--- src/rtl/core/tcwqs_pkg.sv ---
// tcwqs_pkg: shared types and constants of the two-class weighted queue scheduler
// word structs, command and status groups, controller states, kind and status codes
// no dependencies

package tcwqs_pkg;

   localparam int QUEUE_DEPTH_DEF = 16;

   localparam int ID_W     = 16;
   localparam int KIND_W   = 2;
   localparam int STATUS_W = 2;
   localparam int PERIOD_W = 4;

   localparam logic [PERIOD_W-1:0] PERIOD_RESET = 4'd3;

   localparam logic [KIND_W-1:0] KIND_ENQ_NORMAL   = 2'd0;
   localparam logic [KIND_W-1:0] KIND_ENQ_PRIORITY = 2'd1;
   localparam logic [KIND_W-1:0] KIND_SERVE        = 2'd2;

   localparam logic [STATUS_W-1:0] STATUS_ENQUEUED = 2'd0;
   localparam logic [STATUS_W-1:0] STATUS_DROPPED  = 2'd1;
   localparam logic [STATUS_W-1:0] STATUS_SERVED   = 2'd2;
   localparam logic [STATUS_W-1:0] STATUS_NONE     = 2'd3;

   typedef struct packed {
      logic [KIND_W-1:0] kind;
      logic [ID_W-1:0]   client_id;
   } req_word_type;

   typedef struct packed {
      logic [STATUS_W-1:0] status;
      logic [ID_W-1:0]     served_id;
      logic                served_priority;
   } rsp_word_type;

   typedef struct packed {
      logic capture;
      logic commit;
   } cmd_type;

   typedef struct packed {
      logic out_free;
   } sts_type;

   typedef enum logic {
      ST_IDLE,
      ST_EXEC
   } state_type;

endpackage

--- src/rtl/core/two_class_weighted_queue_scheduler.sv ---
// Two-class weighted queue scheduler: a normal and a priority queue sharing one serve port.
// Each word passes an accept state, which reads both queue heads from their memories, and
// then an execute state, which updates pointers, counts, phase and the output register, so
// req_stall is high during execute. The result waits in an output register while the next
// word is accepted; execute holds only while that register is still full and stalled. The
// queue memories need no clearing after reset. Uses tcwqs_pkg, tcwqs_ctrl and tcwqs_dp.

module two_class_weighted_queue_scheduler #(
   parameter int QUEUE_DEPTH = tcwqs_pkg::QUEUE_DEPTH_DEF
) (
   input  logic                           clock,
   input  logic                           reset,
   input  logic                           req_valid,
   output logic                           req_stall,
   input  tcwqs_pkg::req_word_type        req_word,
   output logic                           rsp_valid,
   input  logic                           rsp_stall,
   output tcwqs_pkg::rsp_word_type        rsp_word,
   input  logic                           csr_write_en,
   input  logic [tcwqs_pkg::PERIOD_W-1:0] csr_write_data
);
   import tcwqs_pkg::*;

   cmd_type cmd;
   sts_type sts;

   tcwqs_ctrl u_ctrl (
      .clock     (clock),
      .reset     (reset),
      .req_valid (req_valid),
      .req_stall (req_stall),
      .cmd       (cmd),
      .sts       (sts)
   );

   tcwqs_dp #(
      .QUEUE_DEPTH (QUEUE_DEPTH)
   ) u_dp (
      .clock          (clock),
      .reset          (reset),
      .req_word       (req_word),
      .rsp_valid      (rsp_valid),
      .rsp_stall      (rsp_stall),
      .rsp_word       (rsp_word),
      .csr_write_en   (csr_write_en),
      .csr_write_data (csr_write_data),
      .cmd            (cmd),
      .sts            (sts)
   );

endmodule

--- src/rtl/core/tcwqs_ctrl.sv ---
// tcwqs_ctrl: controller state machine of the queue scheduler
// sequences capture and commit of each word; uses tcwqs_pkg

module tcwqs_ctrl (
   input  logic              clock,
   input  logic              reset,
   input  logic              req_valid,
   output logic              req_stall,
   output tcwqs_pkg::cmd_type cmd,
   input  tcwqs_pkg::sts_type sts
);
   import tcwqs_pkg::*;

   state_type state_ff;
   state_type state_in;

   always_ff @(posedge clock) begin
      if (reset) begin
         state_ff <= ST_IDLE;
      end else begin
         state_ff <= state_in;
      end
   end

   always_comb begin
      state_in    = state_ff;
      cmd.capture = 1'b0;
      cmd.commit  = 1'b0;
      req_stall   = 1'b1;
      case (state_ff)
         ST_IDLE: begin
            req_stall = 1'b0;
            if (req_valid) begin
               cmd.capture = 1'b1;
               state_in    = ST_EXEC;
            end
         end
         ST_EXEC: begin
            if (sts.out_free) begin
               cmd.commit = 1'b1;
               state_in   = ST_IDLE;
            end
         end
         default: begin
            state_in = ST_IDLE;
         end
      endcase
   end

endmodule

--- src/rtl/core/tcwqs_dp.sv ---
// tcwqs_dp: datapath of the queue scheduler
// two queue memories, pointers, counts, serve phase, period register, output register
// uses tcwqs_pkg; driven by tcwqs_ctrl commands

module tcwqs_dp #(
   parameter int QUEUE_DEPTH = tcwqs_pkg::QUEUE_DEPTH_DEF
) (
   input  logic                             clock,
   input  logic                             reset,
   input  tcwqs_pkg::req_word_type          req_word,
   output logic                             rsp_valid,
   input  logic                             rsp_stall,
   output tcwqs_pkg::rsp_word_type          rsp_word,
   input  logic                             csr_write_en,
   input  logic [tcwqs_pkg::PERIOD_W-1:0]   csr_write_data,
   input  tcwqs_pkg::cmd_type               cmd,
   output tcwqs_pkg::sts_type               sts
);
   import tcwqs_pkg::*;

   localparam int AW = $clog2(QUEUE_DEPTH);
   localparam int CW = $clog2(QUEUE_DEPTH + 1);
   localparam logic [AW-1:0] PTR_LAST = AW'(QUEUE_DEPTH - 1);
   localparam logic [CW-1:0] CNT_FULL = CW'(QUEUE_DEPTH);

   logic [ID_W-1:0] n_mem [QUEUE_DEPTH];
   logic [ID_W-1:0] p_mem [QUEUE_DEPTH];

   req_word_type    item_ff;
   logic [ID_W-1:0] n_rd_ff, p_rd_ff;
   logic [AW-1:0]   n_head_ff, n_tail_ff, p_head_ff, p_tail_ff;
   logic [AW-1:0]   n_head_in, n_tail_in, p_head_in, p_tail_in;
   logic [CW-1:0]   n_cnt_ff, p_cnt_ff, n_cnt_in, p_cnt_in;
   logic [PERIOD_W-1:0] phase_ff, phase_in, period_ff, period_eff, phase_inc;
   logic            rsp_valid_ff, rsp_valid_in;
   rsp_word_type    rsp_word_ff, rsp_word_in;
   logic            n_wr, p_wr, n_pop, p_pop;
   logic            n_empty, p_empty, pick_prio;

   function automatic logic [AW-1:0] ptr_next(input logic [AW-1:0] ptr);
      ptr_next = (ptr == PTR_LAST) ? '0 : ptr + AW'(1);
   endfunction

   // queue memories
   always_ff @(posedge clock) begin
      if (n_wr) begin
         n_mem[n_tail_ff] <= item_ff.client_id;
      end
      if (p_wr) begin
         p_mem[p_tail_ff] <= item_ff.client_id;
      end
      if (cmd.capture) begin
         n_rd_ff <= n_mem[n_head_ff];
         p_rd_ff <= p_mem[p_head_ff];
      end
   end

   always_ff @(posedge clock) begin
      if (cmd.capture) begin
         item_ff <= req_word;
      end
      if (cmd.commit) begin
         rsp_word_ff <= rsp_word_in;
      end
   end

   always_comb begin
      n_empty    = (n_cnt_ff == '0);
      p_empty    = (p_cnt_ff == '0);
      period_eff = (period_ff == '0) ? PERIOD_W'(1) : period_ff;
      pick_prio  = (phase_ff == '0) ? !p_empty : n_empty;
      phase_inc  = phase_ff + PERIOD_W'(1);

      n_wr = 1'b0;
      p_wr = 1'b0;
      n_pop = 1'b0;
      p_pop = 1'b0;
      phase_in = phase_ff;
      rsp_word_in.status          = STATUS_NONE;
      rsp_word_in.served_id       = '0;
      rsp_word_in.served_priority = 1'b0;

      case (item_ff.kind)
         KIND_ENQ_NORMAL: begin
            if (n_cnt_ff == CNT_FULL) begin
               rsp_word_in.status = STATUS_DROPPED;
            end else begin
               rsp_word_in.status = STATUS_ENQUEUED;
               n_wr = cmd.commit;
            end
         end
         KIND_ENQ_PRIORITY: begin
            if (p_cnt_ff == CNT_FULL) begin
               rsp_word_in.status = STATUS_DROPPED;
            end else begin
               rsp_word_in.status = STATUS_ENQUEUED;
               p_wr = cmd.commit;
            end
         end
         KIND_SERVE: begin
            if (!n_empty || !p_empty) begin
               rsp_word_in.status          = STATUS_SERVED;
               rsp_word_in.served_priority = pick_prio;
               rsp_word_in.served_id       = pick_prio ? p_rd_ff : n_rd_ff;
               p_pop = cmd.commit && pick_prio;
               n_pop = cmd.commit && !pick_prio;
               if (cmd.commit) begin
                  phase_in = (phase_inc >= period_eff) ? '0 : phase_inc;
               end
            end
         end
         default: begin
            rsp_word_in.status = STATUS_NONE;
         end
      endcase

      n_tail_in = n_wr  ? ptr_next(n_tail_ff) : n_tail_ff;
      p_tail_in = p_wr  ? ptr_next(p_tail_ff) : p_tail_ff;
      n_head_in = n_pop ? ptr_next(n_head_ff) : n_head_ff;
      p_head_in = p_pop ? ptr_next(p_head_ff) : p_head_ff;
      n_cnt_in  = n_wr ? n_cnt_ff + CW'(1) : (n_pop ? n_cnt_ff - CW'(1) : n_cnt_ff);
      p_cnt_in  = p_wr ? p_cnt_ff + CW'(1) : (p_pop ? p_cnt_ff - CW'(1) : p_cnt_ff);

      rsp_valid_in = cmd.commit || (rsp_valid_ff && rsp_stall);
      sts.out_free = !rsp_valid_ff || !rsp_stall;
   end

   always_ff @(posedge clock) begin
      if (reset) begin
         n_head_ff    <= '0;
         n_tail_ff    <= '0;
         n_cnt_ff     <= '0;
         p_head_ff    <= '0;
         p_tail_ff    <= '0;
         p_cnt_ff     <= '0;
         phase_ff     <= '0;
         period_ff    <= PERIOD_RESET;
         rsp_valid_ff <= 1'b0;
      end else begin
         n_head_ff    <= n_head_in;
         n_tail_ff    <= n_tail_in;
         n_cnt_ff     <= n_cnt_in;
         p_head_ff    <= p_head_in;
         p_tail_ff    <= p_tail_in;
         p_cnt_ff     <= p_cnt_in;
         phase_ff     <= phase_in;
         rsp_valid_ff <= rsp_valid_in;
         if (csr_write_en) begin
            period_ff <= csr_write_data;
         end
      end
   end

   assign rsp_valid = rsp_valid_ff;
   assign rsp_word  = rsp_word_ff;

endmodule

--- config.mk ---
export PLATFORM = sky130hd
export DESIGN_NAME = two_class_weighted_queue_scheduler
export DESIGN_NICKNAME = d
export VERILOG_FILES = /design/src/rtl/core/tcwqs_pkg.sv /design/src/rtl/core/two_class_weighted_queue_scheduler.sv /design/src/rtl/core/tcwqs_ctrl.sv /design/src/rtl/core/tcwqs_dp.sv
export SDC_FILE = /design/constraint.sdc
export NUM_CORES = 1
export LEC_CHECK = 0
export ABC_CLOCK_PERIOD_IN_PS = 9500
export BUFFER_PORTS_ARGS = -buffer_cell sky130_fd_sc_hd__clkbuf_2
export CAP_MARGIN = 20
export CORE_ASPECT_RATIO = 0.6
export CORE_MARGIN = 1.5
export CORE_UTILIZATION = 55
export DETAILED_ROUTE_END_ITERATION = 7
export GPL_TIMING_DRIVEN = 0
export PLACE_DENSITY = 0.78
export SKIP_CTS_REPAIR_TIMING = 1
export SYNTH_ARGS = -nofsm -noshare
export SYNTH_HDL_FRONTEND = slang
export SYNTH_SLANG_ARGS = --single-unit
--- constraint.sdc ---
create_clock -name clock -period 9.5 [get_ports clock]
set_clock_uncertainty 0.1 [all_clocks]
set_input_delay 0.95 -clock clock [delete_from_list [all_inputs] [get_ports clock]]
set_output_delay 0.95 -clock clock [all_outputs]
set_load 0.005 [all_outputs]
; ---- Word-level counts from Yosys, hierarchy flattened
; Memories as Yosys holds them, arrays and structs flattened. A register that Yosys moved wholly into a read port is not among the register bits.
; Index checks and enable logic that the tools add are counted.
; Widths: inputs -> output; s select.
[totals]
register_bits = 73
ram_bits = 512
input_bits = 27
output_inout_bits = 21
elab_cells = 91
n_memories = 2
[mem_list]
columns = memory, depth, word_bits, read_ports, rd_ports_with_merged_regs, wr, line
row1 = u_dp.n_mem, 16, 16, 1, 1, 1, tcwqs_dp.sv:26  ; logic [ID_W-1:0] n_mem [QUEUE_DEPTH];
row2 = u_dp.p_mem, 16, 16, 1, 1, 1, tcwqs_dp.sv:27  ; logic [ID_W-1:0] p_mem [QUEUE_DEPTH];
[classes]
n_addsub = 9
order_cmp = 1
n_eq_ne = 8
n_mux = 35
n_bitwise = 1
n_reduce_logical = 20
[ops]
columns = op, n
row1 = $mux 4, 6
row2 = $mux 1, 21
row3 = $add 4x1->4 const B, 5
row4 = $mux 5, 4
row5 = $mux 18, 1
row6 = $eq 4x4->1 const B, 4
row7 = $mux 16, 1
row8 = $add 5x1->5 const B, 2
row9 = $eq 5x5->1 const B, 2
row10 = $logic_not 5->1, 2
row11 = $sub 5x1->5 const B, 2
row12 = $logic_not 4->1, 2
row13 = $pmux 2 s3, 1
row14 = $logic_not 1->1, 5
row15 = $ge 4x4->1, 1
row16 = $reduce_bool 2->1, 2
row17 = $logic_and 1x1->1, 3
row18 = $logic_or 1x1->1, 3
row19 = $reduce_and 3->1, 1
row20 = $eq 2x1->1 const B, 1
row21 = $eq 2x2->1 const B, 1
row22 = $logic_not 2->1, 1
row23 = $pmux 1 s2, 1
row24 = $reduce_and 2->1, 1
row25 = $not 1->1, 1

; ---- Longest topological paths before layout
[logic_depth]
ltp_word = 9
mapped_depth = 9
depth_no_buf = 9

; ---- Modules after synthesis
; From an unflattened synthesis, not the netlist that was laid out.
[hier_totals]
cells_unflattened = 1220
area_unflattened_um2 = 24109.4
[modules_own_cells]
columns = module, n_inst, cells_per_inst, area_each_um2, seq_area_each_um2
row1 = tcwqs_dp, 1, 1215, 24060.6, 18147.4
row2 = tcwqs_ctrl, 1, 5, 48.8, 20.0

; ---- Worst setup path before layout
; OpenSTA, ideal clock, no wires.
[synth_timing]
path_type = input-to-reg
startpoint = input rsp_stall
endpoint = memory u_dp.p_mem[1][0], enable pin
setup_time_ns = 0.409
arrival_time_ns = 3.095
t_required_ns = 8.991
path_slack_ns = 5.896
cell_stages = 4
path_buffers = 0
cell_sequence = a21bo_4 a2111oi_4 nand2_1 nor3_1
[synth_between]
elab_chain_len = 8
[synth_lines]
columns = item, line
row1 = "start, declared", two_class_weighted_queue_scheduler.sv:17  ; input logic rsp_stall,
row2 = $logic_not 1->1, tcwqs_dp.sv:125  ; sts.out_free = !rsp_valid_ff || !rsp_stall;
row3 = $logic_or 1x1->1, tcwqs_dp.sv:125
row4 = $mux 1, tcwqs_ctrl.sv:39  ; if (sts.out_free) begin
row5 = $mux 1, tcwqs_ctrl.sv:30  ; case (state_ff)
row6 = $mux 1, tcwqs_dp.sv:93  ; if (p_cnt_ff == CNT_FULL) begin
row7 = $mux 1, tcwqs_dp.sv:83  ; case (item_ff.kind)
row8 = $mux 1, tcwqs_dp.sv:49  ; if (p_wr) begin
row9 = $mux 1 (not written as such), tcwqs_dp.sv:50  ; p_mem[p_tail_ff] <= item_ff.client_id;
row10 = "end, declared", tcwqs_dp.sv:27
; No other way between the ends.

; ---- Final worst setup path
[layout_timing]
startpoint = input rsp_stall
endpoint = memory u_dp.p_mem[0][10], enable pin
; The elaborated chain is that of the path after synthesis.

==> impl_metrics.toml <==
[power_and_ir_drop]
cellPowerDensity_nw_per_um2 = 202
power_mw = 5.64
vdd_ir_drop_max_v = 0.000191
p_leak_nw = 8.88

[clocking]
root_buffer = "clkbuf_16"
cts_tree = "yes"
insertion_delay_ps = 610
cts_buffer_depth = 3
htreeDepth = 2
cts_sinks = 617
numCtsBuffers = 54
cts.reportedPaths.clkPinSlew_ps = 60

[timing]
final_hold_viol_count = 0
finalCritPeriodShare = 0.347
rsz0062_at_grt = "false"
tns_ps = 0
slew_headroom = 0.325
clock.fmax_ghz = 0.303
setup-violations-final = 0
worst_pin_slew_ps = 1010
min_period_ps = 3300
timing.final.max_slew_violations = 0

[critical_path]
crit_buf_inv = 2
start_kind = "primary input"
cp_slowest_cell = "nor3_2"
r2r_slack_ps = 6240
path_cells = "clkbuf_2 > a21bo_4 > a2111oi_4 > nand2_1 > nor3_2 > buf_6"
critPathMaxFanout = 10
crit_arrival_ps = 3500
crit_path_end_kind = "flip-flop"
critPathMaxStageDelay_ps = 800
critPathTopFamily = "simple AND/OR/NAND/NOR gates"
critPathRequiredTime_ps = 9700
worstSetupPathType = "primary input to flip-flop"

[run_status]
status = "finished, final reports clean"

[cells_and_area]
fin_nets = 1439
areaGrowthSynthToFinish_pct = 15.8
drive_gt1_frac = 0.266
n_antenna_cell = 0
fin_area_um2 = 28000
num-fill-cells = 2764
multiInputGateArea_um2 = 5690
regArea_um2 = 18200

[synthesis]
yosysSeqAreaShare = 0.752
synth_most_common_cell = "edfxtp_1"
ys_seq_elements = 617
synth-warning-count = 0
synth_edf_count = 581
yosys-top-cells-count = "edfxtp_1, mux4_2, mux2i_1"
yosys.area.top_type_share = 0.722
netlist_instances = 1241
netlist_area_um2 = 24200
synth_fp_nets = 1292
avgSynthCellArea_um2 = 19.5
synth_flop_cell = "edfxtp_1"
synth_top_cells_by_area = "edfxtp_1, mux4_2, mux2i_1, dfxtp_1, ha_1"
synth_top_area_cell = "edfxtp_1"
synthArstFlopShare = 0
synth_cell_types = 59

[die]
ios = 48
fp-row-count = 59
die_height_um = 165
core_um2 = 43300
start_util = 0.557
die_area_um2 = 45200
dieWidth_um = 274

[place]
gp_congestion = 0.855
dp_hpwl_um = 39000
portBuffers = 45
placed_cell_area_um2 = 25900

[grt]
antenna_found_initial = 2
overflow = 0
grt_pass1_vias = 12300
grt_max_degree = 38
track_usage = 0.268
grt_pass1_wl_um = 85000

[routing]
dr.pass1.iters = 6
vias = 12900
ant_nets = 0
drc_errors = 0
drt_wl_total_um = 59400
drt-initial-drc-count = 2000
viasPerCell = 6.41
wl_per_cell_um = 29.5

[min_path]
hold_path_class = "flip-flop to flip-flop"

[run]
maxCapViolations = 0
kinds of logic (layout without fill, tap and decap cells):
logic type | after synthesis | in the layout | synth area share
AO/OA/AOI/OAI | 128 | 128 | 0.0368
XOR/XNOR | 12 | 12 | 0.00435
AND/OR/NAND/NOR | 180 | 180 | 0.0348
buffers and inverters | 79 | 271 | 0.0166
flip-flops | 617 | 617 | 0.752
multiplexers | 201 | 201 | 0.142
adder cells (fa/ha/maj) | 24 | 24 | 0.0131
final timing paths:
check                                      start                end  cells after the start
worst min register to register  u_dp.phase_ff[1]   u_dp.phase_ff[1]                      2
worst max register to register   u_ctrl.state_ff  u_dp.p_mem[0][10]                      5
worst max-delay path                   rsp_stall  u_dp.p_mem[0][10]                      6
worst min-delay path            u_dp.phase_ff[1]   u_dp.phase_ff[1]                      2
power breakdown:
part	leakage, nW	internal (mW)	total, mW	switching, mW
Clock	0.927	1.37	2.37	0.993
Combinational	2.39	0.0937	0.234	0.140
Sequential	5.56	3.01	3.04	0.0356
routing by layer:
| metal | wire [µm] | vias up | track usage |
|---|---|---|---|
| li1 | - | 5318 | - |
| met1 | 24900 | 6639 | 0.426 |
| met2 | 24600 | 856 | 0.364 |
| met3 | 8970 | 77 | 0.0894 |
| met4 | 944 | 2 | 0.0462 |
| met5 | 13 | - | 0 |
worst reg2reg max path: stages (launching register included):
cell	delay, ps
dfxtp_1	390
a21bo_4	290
a2111oi_4	740
nand2_1	390
nor3_2	810
buf_6	270
through the flow:
step	instances	hold slack, ps	setup slack (ps)	utilization
floorplan	1241	342	5900	-
global placement	1865	368	4390	0.579
detailed placement	1905	379	5670	0.598
CTS	2006	389	6270	0.642
global route	2012	409	6130	0.645
finish	2012	386	6200	0.645
layout by cell type (no fill, tap or decap), drive strengths merged, types with 36 or more instances in the layout:
| master | n |
|---|---|
| clkbuf | 144 |
| edfxtp | 581 |
| mux2i | 73 |
| nand2 | 55 |
| o21ai | 39 |
| dfxtp | 36 |
| a21oi | 39 |
| buf | 76 |
| mux4 | 112 |
| nor2 | 62 |
cell type report:
class | instances | area share
repair buffers | 91 | 0.0389
well taps | 579 | 0.0259
clock buffers | 66 | 0.0510
multi-input cells | 545 | 0.203
clock inverters | 35 | 0.0170
flip-flops and latches | 617 | 0.650
inverters | 16 | 0.00224
plain buffers | 63 | 0.0121
sequential cells by signal (all words and copies together) (netlist names):
name,cells
u_ctrl.state_ff,1
u_dp.item_ff,18
u_dp.n_cnt_ff,5
u_dp.n_head_ff,4
u_dp.n_mem,256
u_dp.n_rd_ff,16
u_dp.n_tail_ff,4
u_dp.p_cnt_ff,5
u_dp.p_head_ff,4
u_dp.p_mem,256
u_dp.p_rd_ff,16
u_dp.p_tail_ff,4
u_dp.period_ff,4
u_dp.phase_ff,4
u_dp.rsp_valid,1
u_dp.rsp_word,19
No activity file was read; power rests on OpenSTA's default activity.
